**src/design/ptrs_pkg.sv**
```systemverilog
`default_nettype none
// ----------------------------------------------------------------------------
// ptrs_pkg
// Shared types and constants for the periodic task release scheduler.
// ----------------------------------------------------------------------------
package ptrs_pkg;

  localparam int NUM_SLOTS = 8;  // task slots, 1 to 256
  localparam int MASK_W    = 8;  // slots visible in release_mask

  localparam int IN_TDATA_W  = 32;
  localparam int OUT_TDATA_W = 16;

  localparam logic [8:0] NUM_SLOTS_W9 = 9'(NUM_SLOTS);

  localparam logic [2:0] OP_TICK    = 3'd0;
  localparam logic [2:0] OP_CREATE  = 3'd1;
  localparam logic [2:0] OP_DELETE  = 3'd2;
  localparam logic [2:0] OP_SUSPEND = 3'd3;
  localparam logic [2:0] OP_RESUME  = 3'd4;

  localparam logic [1:0] ST_OK       = 2'd0;
  localparam logic [1:0] ST_RANGE    = 2'd1;
  localparam logic [1:0] ST_OCCUPIED = 2'd2;
  localparam logic [1:0] ST_EMPTY    = 2'd3;

  typedef struct packed {
    logic [7:0] first_delay;
    logic [7:0] period;
    logic [7:0] slot;
    logic [2:0] opcode;
  } ptrs_item_t;

  typedef struct packed {
    logic [MASK_W-1:0] release_mask;
    logic [1:0]        status;
  } ptrs_result_t;

endpackage : ptrs_pkg
`default_nettype wire

```
**src/design/ptrs_slot_table.sv**
```systemverilog
`default_nettype none
// ----------------------------------------------------------------------------
// ptrs_slot_table
// Task slot state and the combinational operation logic (tick, create,
// delete, suspend, resume). Result is combinational from the held item.
// ----------------------------------------------------------------------------
module ptrs_slot_table
  import ptrs_pkg::*;
(
  input  wire logic         clk,
  input  wire logic         rst_n,
  input  wire logic         fire,    // commit this item's state change
  input  wire ptrs_item_t   item,
  output ptrs_result_t      result
);

  logic [NUM_SLOTS-1:0] used_r, used_nxt;
  logic [NUM_SLOTS-1:0] ready_r, ready_nxt;
  logic [7:0]           cnt_r [NUM_SLOTS];
  logic [7:0]           cnt_nxt [NUM_SLOTS];
  logic [7:0]           rld_r [NUM_SLOTS];
  logic [7:0]           rld_nxt [NUM_SLOTS];

  logic [NUM_SLOTS-1:0] sel;
  logic [NUM_SLOTS-1:0] rel;
  logic [MASK_W-1:0]    mask;
  logic                 is_tick, is_table_op, in_range, hit_used;
  logic                 do_create, do_delete, do_suspend, do_resume;
  logic [1:0]           status;
  logic [7:0]           reload;

  assign is_tick     = (item.opcode == OP_TICK);
  assign is_table_op = (item.opcode == OP_CREATE) || (item.opcode == OP_DELETE) ||
                       (item.opcode == OP_SUSPEND) || (item.opcode == OP_RESUME);
  assign in_range    = ({1'b0, item.slot} < NUM_SLOTS_W9);
  assign hit_used    = |(used_r & sel);
  assign reload      = item.period - 8'd1;

  always_comb begin
    for (int i = 0; i < NUM_SLOTS; i++) begin
      sel[i] = (item.slot == 8'(i));
    end
  end

  always_comb begin
    status = ST_OK;
    if (is_table_op) begin
      if (!in_range) begin
        status = ST_RANGE;
      end else if (item.opcode == OP_CREATE) begin
        status = hit_used ? ST_OCCUPIED : ST_OK;
      end else begin
        status = hit_used ? ST_OK : ST_EMPTY;
      end
    end
  end

  assign do_create  = is_table_op && in_range && (item.opcode == OP_CREATE) && !hit_used;
  assign do_delete  = is_table_op && in_range && (item.opcode == OP_DELETE) && hit_used;
  assign do_suspend = is_table_op && in_range && (item.opcode == OP_SUSPEND) && hit_used;
  assign do_resume  = is_table_op && in_range && (item.opcode == OP_RESUME) && hit_used;

  always_comb begin
    used_nxt  = used_r;
    ready_nxt = ready_r;
    rel       = '0;
    for (int i = 0; i < NUM_SLOTS; i++) begin
      cnt_nxt[i] = cnt_r[i];
      rld_nxt[i] = rld_r[i];
      if (is_tick) begin
        if (used_r[i] && ready_r[i]) begin
          if (cnt_r[i] == 8'd0) begin
            rel[i]     = 1'b1;
            cnt_nxt[i] = rld_r[i];
          end else begin
            cnt_nxt[i] = cnt_r[i] - 8'd1;
          end
        end
      end else if (sel[i]) begin
        if (do_create) begin
          used_nxt[i]  = 1'b1;
          ready_nxt[i] = 1'b1;
          cnt_nxt[i]   = item.first_delay;
          rld_nxt[i]   = reload;
        end else if (do_delete) begin
          // count/reload are dead while unused; create rewrites both
          used_nxt[i]  = 1'b0;
          ready_nxt[i] = 1'b0;
        end else if (do_suspend) begin
          ready_nxt[i] = 1'b0;
        end else if (do_resume) begin
          ready_nxt[i] = 1'b1;
        end
      end
    end
  end

  // slots past the mask width still run, they just have no mask bit
  for (genvar g = 0; g < MASK_W; g++) begin : g_mask
    if (g < NUM_SLOTS) begin : g_bit
      assign mask[g] = rel[g];
    end else begin : g_zero
      assign mask[g] = 1'b0;
    end
  end

  assign result.status       = status;
  assign result.release_mask = mask;

  always_ff @(posedge clk) begin
    if (!rst_n) begin
      used_r  <= '0;
      ready_r <= '0;
    end else if (fire) begin
      used_r  <= used_nxt;
      ready_r <= ready_nxt;
    end
  end

  always_ff @(posedge clk) begin
    if (fire) begin
      for (int i = 0; i < NUM_SLOTS; i++) begin
        cnt_r[i] <= cnt_nxt[i];
        rld_r[i] <= rld_nxt[i];
      end
    end
  end

endmodule : ptrs_slot_table
`default_nettype wire

```
**src/design/periodic_task_release_scheduler.sv**
```systemverilog
`default_nettype none
// ----------------------------------------------------------------------------
// periodic_task_release_scheduler
// Slot table of periodic tasks: create/delete/suspend/resume and a tick
// that releases expired slots and reloads their countdowns.
// ----------------------------------------------------------------------------
// Pipeline: input register, then result register.
// Throughput: one beat per cycle unless out_tready stalls; all slots update in
//   parallel on a tick, table ops touch one slot, all in one logic pass between regs.
// Reset: synchronous, active low; empties all slots and drops held beats.
// ----------------------------------------------------------------------------
module periodic_task_release_scheduler
  import ptrs_pkg::*;
(
  input  wire logic                   clk,
  input  wire logic                   rst_n,

  input  wire logic                   in_tvalid,
  output logic                        in_tready,
  // [2:0] opcode, [10:3] slot, [18:11] period, [26:19] first_delay, rest zero
  input  wire logic [IN_TDATA_W-1:0]  in_tdata,

  output logic                        out_tvalid,
  input  wire logic                   out_tready,
  // [1:0] status, [9:2] release_mask, rest zero
  output logic [OUT_TDATA_W-1:0]      out_tdata
);

  localparam int ITEM_W = $bits(ptrs_item_t);
  localparam int RES_W  = $bits(ptrs_result_t);

  // input stage
  logic         in_vld_r;
  ptrs_item_t   in_item_r;

  // result stage
  logic         out_vld_r;
  ptrs_result_t out_res_r;

  ptrs_result_t res;
  logic         out_free;
  logic         fire;

  // result slot frees when empty or being drained this cycle
  assign out_free  = !out_vld_r || out_tready;
  assign fire      = in_vld_r && out_free;
  assign in_tready = !in_vld_r || fire;

  always_ff @(posedge clk) begin
    if (!rst_n) begin
      in_vld_r <= 1'b0;
    end else if (in_tready) begin
      in_vld_r <= in_tvalid;
    end
  end

  always_ff @(posedge clk) begin
    if (in_tready && in_tvalid) begin
      in_item_r <= ptrs_item_t'(in_tdata[ITEM_W-1:0]);
    end
  end

  ptrs_slot_table u_table (
    .clk    (clk),
    .rst_n  (rst_n),
    .fire   (fire),
    .item   (in_item_r),
    .result (res)
  );

  always_ff @(posedge clk) begin
    if (!rst_n) begin
      out_vld_r <= 1'b0;
    end else if (out_free) begin
      out_vld_r <= fire;
    end
  end

  always_ff @(posedge clk) begin
    if (fire) begin
      out_res_r <= res;
    end
  end

  assign out_tvalid = out_vld_r;
  assign out_tdata  = {{(OUT_TDATA_W-RES_W){1'b0}}, out_res_r};

endmodule : periodic_task_release_scheduler
`default_nettype wire

```
**config.mk**
```make
export PLATFORM = sky130hd
export DESIGN_NAME = periodic_task_release_scheduler
export DESIGN_NICKNAME = d
export VERILOG_FILES = /design/src/design/ptrs_pkg.sv /design/src/design/ptrs_slot_table.sv /design/src/design/periodic_task_release_scheduler.sv
export SDC_FILE = /design/constraint.sdc
export NUM_CORES = 1
export LEC_CHECK = 0
export ABC_AREA = 1
export ABC_CLOCK_PERIOD_IN_PS = 6100
export BUFFER_PORTS_ARGS = -buffer_cell sky130_fd_sc_hd__buf_2
export CAP_MARGIN = 20
export CORE_MARGIN = 5
export CORE_UTILIZATION = 44
export CTS_BUF_LIST = sky130_fd_sc_hd__clkbuf_8
export DETAILED_ROUTE_END_ITERATION = 10
export GPL_TIMING_DRIVEN = 0
export PLACE_DENSITY = 0.59
export SYNTH_ARGS = -nofsm -noshare
export SYNTH_HDL_FRONTEND = slang
export SYNTH_SLANG_ARGS = --single-unit
```
**constraint.sdc**
```tcl
create_clock -name clk -period 6.1 [get_ports clk]
set_input_delay 0.305 -clock clk [delete_from_list [all_inputs] [get_ports clk]]
set_output_delay 0.305 -clock clk [all_outputs]
set_load 0.01 [all_outputs]
```
==> flow_summary.json, run 1 <==
{
  "placeableCoreArea_um2": 19590,
  "drt_iter0_drc": 624,
  "synthDistinctLibCells": 44,
  "worstSetupPathType": "flop to flop",
  "synth.most_common_cell": "edfxtp_1",
  "worst-path-max-fanout": 10,
  "synthCells": 827,
  "seq_area_frac_synth": 0.6015,
  "grt_usage": 0.1970,
  "cpMaxStageDelayCell": "a21oi_1",
  "drt-total-wl_um": 21570,
  "port-buffer-count": 41,
  "grt_max_degree": 21,
  "synth-warning-count": 0,
  "post-route-drc-count": 0,
  "cp_common_cell": "buf_2",
  "crit_chain": "nor2_2 > nand2_2 > inv_2 > buf_2 > buf_2 > nand3_1 > a21oi_1",
  "die_x_um": 151.7,
  "hp-class": "input port to flop",
  "io_pins": 54,
  "max_freq_mhz": 338.3,
  "synth_top_flop_cell": "edfxtp_1",
  "power_leakage_uw": 0.003791,
  "first_pass_iters": 5,
  "dp_cells": 1142,
  "worst_pin_slew_ns": 1.164,
  "outcome": "complete, no violations",
  "cp.required_ns": 6.19,
  "dp_hpwl_um": 14560,
  "vdd_drop_max_mv": 0.1563,
  "setup_viol": 0,
  "cts_setup_buffers": 0,
  "syn_to_final_growth_pct": 14.71,
  "cp-startpoint": "in_item_r[0]",
  "cts_resized": 0,
  "drv_cap": 0,
  "cp_data_arrival_time_ns": 3.04,
  "r2r-end": "u_table.cnt_r[1][29]",
  "grt_antenna_before_repair": 0,
  "fin_util": 0.5174,
  "period_minus_slack_ns": 2.956,
  "reg2regPathDepth": 7,
  "synth-edff-count": 165,
  "htree_levels": 4,
  "fin_crit_sh": 0.4846,
  "drive_above_1_share": 0.1613,
  "final_antenna_net_count": 0,
  "hold_violations": 0,
  "via_per_inst": 5.148,
  "clk_latency_ns": 0.46,
  "root_buffer": "clkbuf_8",
  "synth_top_area_frac": 0.5607,
  "r2r_setup_slack_ns": 3.14,
  "clk_path_buf_depth": 2,
  "clk_pin_slew_ns": 0.09,
  "start_util": 0.4510,
  "ys_async_sr_fraction": 0,
  "crit_path_end_kind": "flop",
  "rsz0062_at_grt": "false",
  "first_global_vias": 5926,
  "postCtsHoldBufs": 27,
  "power_density_nw_per_um2": 232.4,
  "fin_cells": 1201,
  "die_h_um": 151.7,
  "wire_per_inst_um": 17.96,
  "gp_congestion": 0.8736,
  "start_kind": "flop",
  "r2r_start": "in_item_r[0]",
  "synth_area_per_cell_um2": 10.68,
  "tritoncts": "built",
  "grt_pass1_wl_um": 33380,
  "std_cell_rows": 51,
  "ys_seq_elements": 183,
  "num_vias": 6183,
  "diodes": 0,
  "grt-ovfl-total": 0,
  "setup-tns-final_ns": 0,
  "nets": 977,
  "max_slew_margin": 0.2214,
  "max_stage_delay_ns": 0.80,
  "numClockSinks": 183,
  "netlist_area_um2": 8836,
  "synthTopCellsByCount": "edfxtp_1 (165), o21ai_0 (118), nor2_1 (97)",
  "yosysTopAreaCell": "edfxtp_1",
  "die-area_um2": 23020,
  "crit_path_end": "u_table.cnt_r[1][29]",
  "finalMaxSlewViolations": 0,
  "numCtsBuffers": 17,
  "fin_skew_ns": 0.01498,
  "yosys-top-cells-area": "edfxtp_1 (56%), o21ai_0 (6.7%), nor2_1 (4.1%), dfxtp_1 (4.1%), nand2_1 (4.0%)"
}
-- logic make-up after synthesis --
group	synth area share
AND/OR/NAND/NOR	0.1766
AO/OA/AOI/OAI	0.1093
flip-flops	0.6015
buffers and inverters	0.05296
XOR/XNOR	0.03370
adder cells (fa/ha/maj)	0.02549
other	0.0004244
-- stage by stage --
step                      hold WS [ns]  total power [µW]  cell area [µm²]  worst slack, ns
final                           0.1260              2356            10140            3.144
after global routing           0.09005              2444            10140            2.963
after CTS                      0.08011              2371            10140            3.063
after detailed placement        0.4776              1551             9472            3.032
after global placement          0.4658              1544             9392            2.883
after floorplan                 0.4039              1484             8855            3.777
-- per-layer routing --
| metal | vias up | track usage | share of wire |
|---|---|---|---|
| li1 | 3079 | - | - |
| met2 | 178 | 0.3151 | 0.46 |
| met4 | 0 | 0.04897 | 0.017 |
| met5 | - | 0 | 0 |
| met3 | 21 | 0.03688 | 0.054 |
| met1 | 2905 | 0.2792 | 0.46 |
-- layout make-up --
class	count	area, µm²
buffer	22	147.6
inverter	84	320.3
timing repair buffer	72	533.0
clock inverter	15	160.2
multi-input combinational	543	3094
sequential	183	5315
tap	265	331.6
clock buffer	17	234.0
fill	1745	9454
-- critical path, delay by kind of cell, from the launching register on --
kind | cells | cell delay [ns]
buf+inv | 3 | 0.70
compound gates | 1 | 0.80
simple gates | 3 | 0.56
flops | 1 | 0.52
-- worst min path at each step --
stage                       start                  to  cells past startpoint
4_1_cts                 in_tvalid            in_vld_r                      3
2_1_floorplan         in_tdata[0]        in_item_r[0]                      0
3_3_place_gp   u_table.ready_r[1]  u_table.ready_r[1]                      2
6_report                in_tvalid            in_vld_r                      3
3_5_place_dp   u_table.ready_r[6]  u_table.ready_r[6]                      2
5_1_grt                 in_tvalid            in_vld_r                      3
-- flip-flops by register name, indices dropped and copies added, names as in the netlist --
signal	cells
u_table.rld_r	64
in_vld_r	1
u_table.cnt_r	64
u_table.ready_r	8
in_item_r	27
u_table.used_r	8
out_tdata	10
out_tvalid	1
-- cell usage in the layout (no fill, tap or decap), types with 7 or more instances in the layout --
cell and n:
edfxtp_1 165, o21ai_0 118, nor2_1 97, nand2_1 95, inv_1 72, a21oi_1 47
buf_2 43, nand3_1 39, dlygate4sd3_1 27, xor2_1 24, ha_1 18, dfxtp_1 18
clkbuf_8 17, clkbuf_1 10, buf_4 9, nor3_1 9, xnor2_1 8, nor2_2 7
nand4_1 7, inv_2 7, nand2_4 7, a21oi_2 7
-- power breakdown --
group	switching (µW)	internal [µW]	total, µW
logic	96.1	46.1	142
registers	8.72	1390	1390
clock network	477	342	819
total	582	1770	2360
No activity file was read; power rests on OpenSTA's default activity.
==> run 2: changes to the inputs <==
--- a/config.mk
+++ b/config.mk
@@ -6,7 +6,7 @@
 export NUM_CORES = 1
 export LEC_CHECK = 0
 export ABC_AREA = 1
-export ABC_CLOCK_PERIOD_IN_PS = 6100
+export ABC_CLOCK_PERIOD_IN_PS = 3000
 export BUFFER_PORTS_ARGS = -buffer_cell sky130_fd_sc_hd__buf_2
 export CAP_MARGIN = 20
 export CORE_MARGIN = 5
==> constraint.sdc (replaced) <==
create_clock -name clk -period 3 [get_ports clk]
set_input_delay 0.15 -clock clk [delete_from_list [all_inputs] [get_ports clk]]
set_output_delay 0.15 -clock clk [all_outputs]
set_load 0.01 [all_outputs]
==> run 2 against run 1 <==
Flip-flop and latch count unchanged. Worst hold slack better by 0.26 ns. Non-clock buffer count up 4. Critical path depth rose by 1. Clock power increased by 100%.
==> flow_summary.json, run 2 (synthesis results as in run 1) <==
{
  "seqCellArea_um2": 5315,
  "hp-class": "input port to flop",
  "period_minus_slack_ns": 2.968,
  "numCtsBuffers": 17,
  "via_per_inst": 5.164,
  "cp_data_arrival_time_ns": 3.05,
  "dp_hpwl_um": 14560,
  "drv_cap": 0,
  "rsz0062_at_grt": "true",
  "numClockSinks": 183,
  "fin_crit_sh": 0.9893,
  "gp_congestion": 0.8736,
  "diodes": 0,
  "htree_levels": 4,
  "fin_util": 0.5196,
  "reg_top3": "u_table.cnt_r x64, u_table.rld_r x64, in_item_r x27",
  "finalMaxSlewViolations": 0,
  "max_slew_margin": 0.2435,
  "mostFrequentLayoutCells": "edfxtp_1 (165), o21ai_0 (118), nor2_1 (97)",
  "start_util": 0.4510,
  "syn_to_final_growth_pct": 15.21,
  "min_to": "in_item_r[23]",
  "placeableCoreArea_um2": 19590,
  "worst-path-max-fanout": 15,
  "drt_iter0_drc": 653,
  "hold_violations": 0,
  "die_h_um": 151.7,
  "first_global_vias": 5989,
  "wire_per_inst_um": 18.11,
  "grt-ovfl-total": 0,
  "r2r-end": "u_table.cnt_r[0][12]",
  "die_x_um": 151.7,
  "r2r_setup_slack_ns": 0.04,
  "outcome": "complete, no violations",
  "power_leakage_uw": 0.003810,
  "final_antenna_net_count": 0,
  "fillers": 1734,
  "multi_input_area_um2": 3098,
  "mostFrequentLayoutCell": "edfxtp_1",
  "placed_cell_area_um2": 9472,
  "grt_pass1_wl_um": 33830,
  "io_pins": 54,
  "num_vias": 6223,
  "drt-total-wl_um": 21830,
  "nets": 981,
  "vdd_drop_max_mv": 0.2710,
  "reg2regPathDepth": 5,
  "worst_pin_slew_ns": 1.131,
  "cp.required_ns": 3.08,
  "grt_max_degree": 21,
  "tritoncts": "built",
  "r2r_start": "out_tvalid",
  "cts_setup_buffers": 0,
  "setup_viol": 0,
  "post-route-drc-count": 0,
  "grt_antenna_before_repair": 0,
  "hold_depth": 2,
  "root_buffer": "clkbuf_8",
  "power_density_nw_per_um2": 470.6,
  "std_cell_rows": 51,
  "start_kind": "input port",
  "worstSetupPathType": "input port to flop",
  "drive_above_1_share": 0.1617,
  "clk_pin_slew_ns": 0.10,
  "final_area_um2": 10180,
  "fin_skew_ns": 0.01848,
  "clk_latency_ns": 0.46,
  "crit_path_end_kind": "flop",
  "clk_path_buf_depth": 2,
  "port-buffer-count": 41,
  "first_pass_iters": 5,
  "grt_usage": 0.1998,
  "die-area_um2": 23020,
  "max_freq_mhz": 336.9,
  "hold_start": "in_tdata[23]"
}
-- run 2: changes by cell type in the layout (fill, tap and decap cells not counted) --
cell | before | now
a21oi_1 | 47 | 46
a21oi_2 | 7 | 8
dlygate4sd3_1 | 27 | 31
-- run 2: repair_timing --
action | 4_1_cts | 5_1_grt
gates resized for setup | 1 | 0
hold buffers | 31 | 0
setup endpoints to repair | 8 | 24
endpoints found under the hold margin | 37 | 0
-- run 2: final cells by class --
class,count,share of cell area
plain buffers,22,0.01450
clock buffers,17,0.02298
clock inverters,15,0.01573
inverters,84,0.03146
multi-input cells,543,0.3043
flip-flops and latches,183,0.5221
well taps,265,0.03257
repair buffers,76,0.05629
-- run 2: how the worst max path moves through the flow --
stage | to | start | slack, ns | cells past startpoint
floorplan | u_table.cnt_r[0][24] | in_item_r[0] | 0.68 | 4
finish | u_table.cnt_r[0][12] | out_tready | 0.03 | 8
global placement | u_table.cnt_r[0][28] | in_item_r[0] | -0.22 | 4
detailed placement | u_table.cnt_r[1][29] | in_item_r[0] | -0.02 | 7
CTS | u_table.cnt_r[1][2] | out_tvalid | 0.07 | 5
global route | u_table.cnt_r[0][12] | out_tvalid | -0.12 | 5
-- run 2: per-stage QoR --
stage	cells	setup slack (ns)	total power [µW]	hold WS [ns]	TNS, ns
after detailed placement	1142	-0.02433	3154	0.3281	-0.1923
final	1205	0.03214	4791	0.3881	0
after floorplan	832	0.6774	3017	0.2489	0
after global routing	1205	-0.1235	4976	0.3502	-2.187
after CTS	1205	0.06836	4825	0.3488	0
after global placement	1138	-0.2168	3139	0.3261	-2.189
-- run 2: power by group --
part	leakage (µW)	switching, µW	internal [µW]
Clock	0.000194	966	695
Sequential	0.00166	18.3	2820
Combinational	0.00196	197	97.2
-- run 2: per-layer routing --
metal	part of all wire	routed length [µm]	global-route usage
met4	0.016	348	0.05166
met3	0.052	1142	0.03778
met5	0	0	0
met2	0.47	10230	0.3231
met1	0.46	10100	0.2788
-- run 2: worst max-delay path, stage by stage --
cell and delay, ns:
dlygate4sd3_1 0.52, buf_2 0.10, inv_1 0.05, nand2_1 0.09
nand2_1 0.28, inv_1 0.73, o21ai_2 0.32, a21oi_1 0.80
==> run 3: changes to the inputs <==
--- a/config.mk
+++ b/config.mk
@@ -5,7 +5,6 @@
 export SDC_FILE = /design/constraint.sdc
 export NUM_CORES = 1
 export LEC_CHECK = 0
-export ABC_AREA = 1
 export ABC_CLOCK_PERIOD_IN_PS = 3000
 export BUFFER_PORTS_ARGS = -buffer_cell sky130_fd_sc_hd__buf_2
 export CAP_MARGIN = 20
@@ -15,6 +14,7 @@
 export DETAILED_ROUTE_END_ITERATION = 10
 export GPL_TIMING_DRIVEN = 0
 export PLACE_DENSITY = 0.59
+export RECOVER_POWER = 25
 export SYNTH_ARGS = -nofsm -noshare
 export SYNTH_HDL_FRONTEND = slang
 export SYNTH_SLANG_ARGS = --single-unit
==> run 3 against run 2 <==
Synthesized cell count down 11%. Sequential power is essentially flat. Core utilization shrank 0.95 points. Non-clock buffer count increased by 13. Combinational power down 3%. Clock skew fell by 0.0079 ns. Largest cell class unchanged. Die area decreased by 2.4%. Clock-buffer cell count unchanged. Highest routed layer unchanged. Via count is 1.5% lower. Total power is 4.0% lower. Final cell count is 7.6% lower. Clock power is 11% lower.
==> flow_summary.json, run 3 <==
{
  "outcome": "complete, no violations",
  "diodes": 0,
  "synth_top_flop_cell": "edfxtp_1",
  "synth-edff-count": 165,
  "period_minus_slack_ns": 2.918,
  "clk_latency_ns": 0.47,
  "dp_cells": 1052,
  "crit_buf_inv": 0,
  "placed_cell_area_um2": 9231,
  "synth-warning-count": 0,
  "synth_area_per_cell_um2": 11.72,
  "synth.most_common_cell": "edfxtp_1",
  "max_stage_delay_ns": 0.58,
  "cpMaxStageDelayCell": "a211oi_1",
  "port-buffer-count": 41,
  "final_area_um2": 9863,
  "final_antenna_net_count": 0,
  "reg_top3": "u_table.cnt_r x64, u_table.rld_r x64, in_item_r x27",
  "cp.required_ns": 3.12,
  "clk_path_buf_depth": 2,
  "synthDistinctLibCells": 48,
  "fin_skew_ns": 0.01053,
  "worstSetupPathType": "flop to flop",
  "max_freq_mhz": 342.6,
  "start_kind": "flop",
  "worst-path-max-fanout": 8,
  "yosysTopAreaCell": "edfxtp_1",
  "drv_cap": 0,
  "first_pass_iters": 5,
  "crit_chain": "or4_4 > or2_4 > a211oi_1 > nand3_1 > a21oi_2",
  "placeableCoreArea_um2": 19330,
  "grt_pass1_wl_um": 34710,
  "numClockSinks": 183,
  "r2r_start": "in_item_r[9]",
  "fin_crit_sh": 0.9728,
  "first_global_vias": 6098,
  "reg2regPathDepth": 5,
  "grt_max_degree": 17,
  "worst_slack_ns": 0.08155,
  "dp_hpwl_um": 15660,
  "cp-startpoint": "in_item_r[9]",
  "htree_levels": 4,
  "preCtsSetupSlack_ns": -0.2364,
  "cp_data_arrival_time_ns": 3.03,
  "fin_cells": 1113,
  "tritoncts": "built",
  "die_x_um": 149.9,
  "std_cell_rows": 51,
  "power_density_nw_per_um2": 466.1,
  "setup_viol": 0,
  "syn_to_final_growth_pct": 14.61,
  "ys_seq_elements": 183,
  "die-area_um2": 22460,
  "die_h_um": 149.9,
  "synth_top_area_frac": 0.5757,
  "ys_async_sr_fraction": 0,
  "worst_pin_slew_ns": 0.9781,
  "wire_per_inst_um": 20.43,
  "mostFrequentLayoutCells": "edfxtp_1 (165), o21ai_0 (65), nor2_1 (63)",
  "num_vias": 6132,
  "drive_above_1_share": 0.1191,
  "synthTopCellsByCount": "edfxtp_1 (165), o21ai_0 (65), a21oi_1 (63), nor2_1 (63), nand2_1 (61)",
  "crit_path_end_kind": "flop",
  "hold_violations": 0,
  "critPathTopFamily": "simple AND/OR/NAND/NOR gates",
  "drt_iter0_drc": 574,
  "r2r_setup_slack_ns": 0.08,
  "r2r-end": "u_table.cnt_r[1][5]",
  "grt_usage": 0.2079,
  "numCtsBuffers": 17,
  "netlist_area_um2": 8606,
  "clk_pin_slew_ns": 0.09,
  "via_per_inst": 5.509,
  "yosys-top-cells-area": "edfxtp_1 (58%), dfxtp_1 (4.2%), o21ai_0 (3.8%), a21oi_1 (3.7%), xnor2_1 (3.7%)",
  "grt-ovfl-total": 0,
  "power_uw": 4597,
  "io_pins": 54,
  "grt_antenna_before_repair": 0,
  "finalMaxSlewViolations": 0,
  "mostFrequentLayoutCell": "edfxtp_1",
  "crit_path_end": "u_table.cnt_r[1][5]",
  "hp-class": "input port to flop",
  "rsz0062_at_grt": "false",
  "fin_util": 0.5101,
  "vdd_drop_max_mv": 0.2944,
  "power_leakage_uw": 0.003419,
  "start_util": 0.4451,
  "drt-total-wl_um": 22740,
  "synthCells": 734,
  "gp_congestion": 0.8874,
  "max_slew_margin": 0.3455,
  "post-route-drc-count": 0,
  "crit_cells": 5,
  "root_buffer": "clkbuf_8",
  "nets": 889,
  "seq_area_frac_synth": 0.6176
}
## run 3: changes by cell type in the layout (fill, tap and decap cells not counted), sizes merged, moves of 24 or more
cell / previous run / this run
o21ai: 122 / 67
nor2: 109 / 63
xnor2: 10 / 36
nand2: 108 / 61
inv: 88 / 34
clkbuf: 27 / 51
## run 3: worst reg2reg max path: stages, from the launching register on
cell	delay [ns]
edfxtp_1	0.39
or4_4	0.57
or2_4	0.29
a211oi_1	0.59
nand3_1	0.26
a21oi_2	0.48
## run 3: metal layers
metal	share of wire	vias to the layer above	GRT usage	routed length (µm)
met3	0.060	40	0.03119	1353
met1	0.43	2973	0.2736	9679
met5	0	-	0	0
met2	0.49	220	0.3469	11080
met4	0.028	0	0.08234	628
li1	-	2899	-	-
## run 3: how the worst min path moves through the flow
stage | start | end | slack [ns] | depth (start not counted)
5_1_grt | rst_n | u_table.ready_r[5] | 0.26 | 4
4_1_cts | rst_n | u_table.ready_r[5] | 0.23 | 4
6_report | rst_n | u_table.ready_r[5] | 0.25 | 4
2_1_floorplan | in_tdata[0] | in_item_r[0] | 0.25 | 0
3_3_place_gp | in_tdata[24] | in_item_r[24] | 0.33 | 1
3_5_place_dp | in_tdata[8] | in_item_r[8] | 0.33 | 1
## run 3: cells by family (layout without fill, tap and decap cells)
group | count (synthesis) | after routing | synth area share
AND/OR/NAND/NOR | 233 | 233 | 0.1371
buffers and inverters | 62 | 171 | 0.03140
other | 1 | 6 | 0.0004358
flip-flops | 183 | 183 | 0.6176
XOR/XNOR | 44 | 44 | 0.04478
multiplexers | 24 | 24 | 0.02850
adder cells (fa/ha/maj) | 18 | 18 | 0.02617
AO/OA/AOI/OAI | 169 | 169 | 0.1140
## run 3: per-stage QoR
step / hold WS [ns] / setup TNS, ns
global route: 0.2563 / 0
finish: 0.2503 / 0
CTS: 0.2338 / 0
global placement: 0.3269 / -33.79
detailed placement: 0.3281 / -7.199
floorplan: 0.2489 / 0
## run 3: repair_timing
action | in CTS | in global routing
resized for setup | 8 | 2
setup endpoints to repair | 56 | 8
setup buffers | 0 | 0
hold buffers | 29 | 0
hold endpoints to repair | 29 | 0
## run 3: final cells by class
type | count | area [µm²]
buffer | 34 | 167.7
clock buffer | 17 | 234.0
clock inverter | 15 | 105.1
fill | 1689 | 9472
inverter | 28 | 105.1
multi-input combinational | 494 | 3073
sequential | 183 | 5315
tap | 265 | 331.6
timing repair buffer | 77 | 531.8
## run 3: report_power, final
part | internal [µW] | switching [µW] | total [µW]
sequential | 2820 | 18.1 | 2830
combinational | 88.8 | 195 | 284
clock | 571 | 907 | 1480
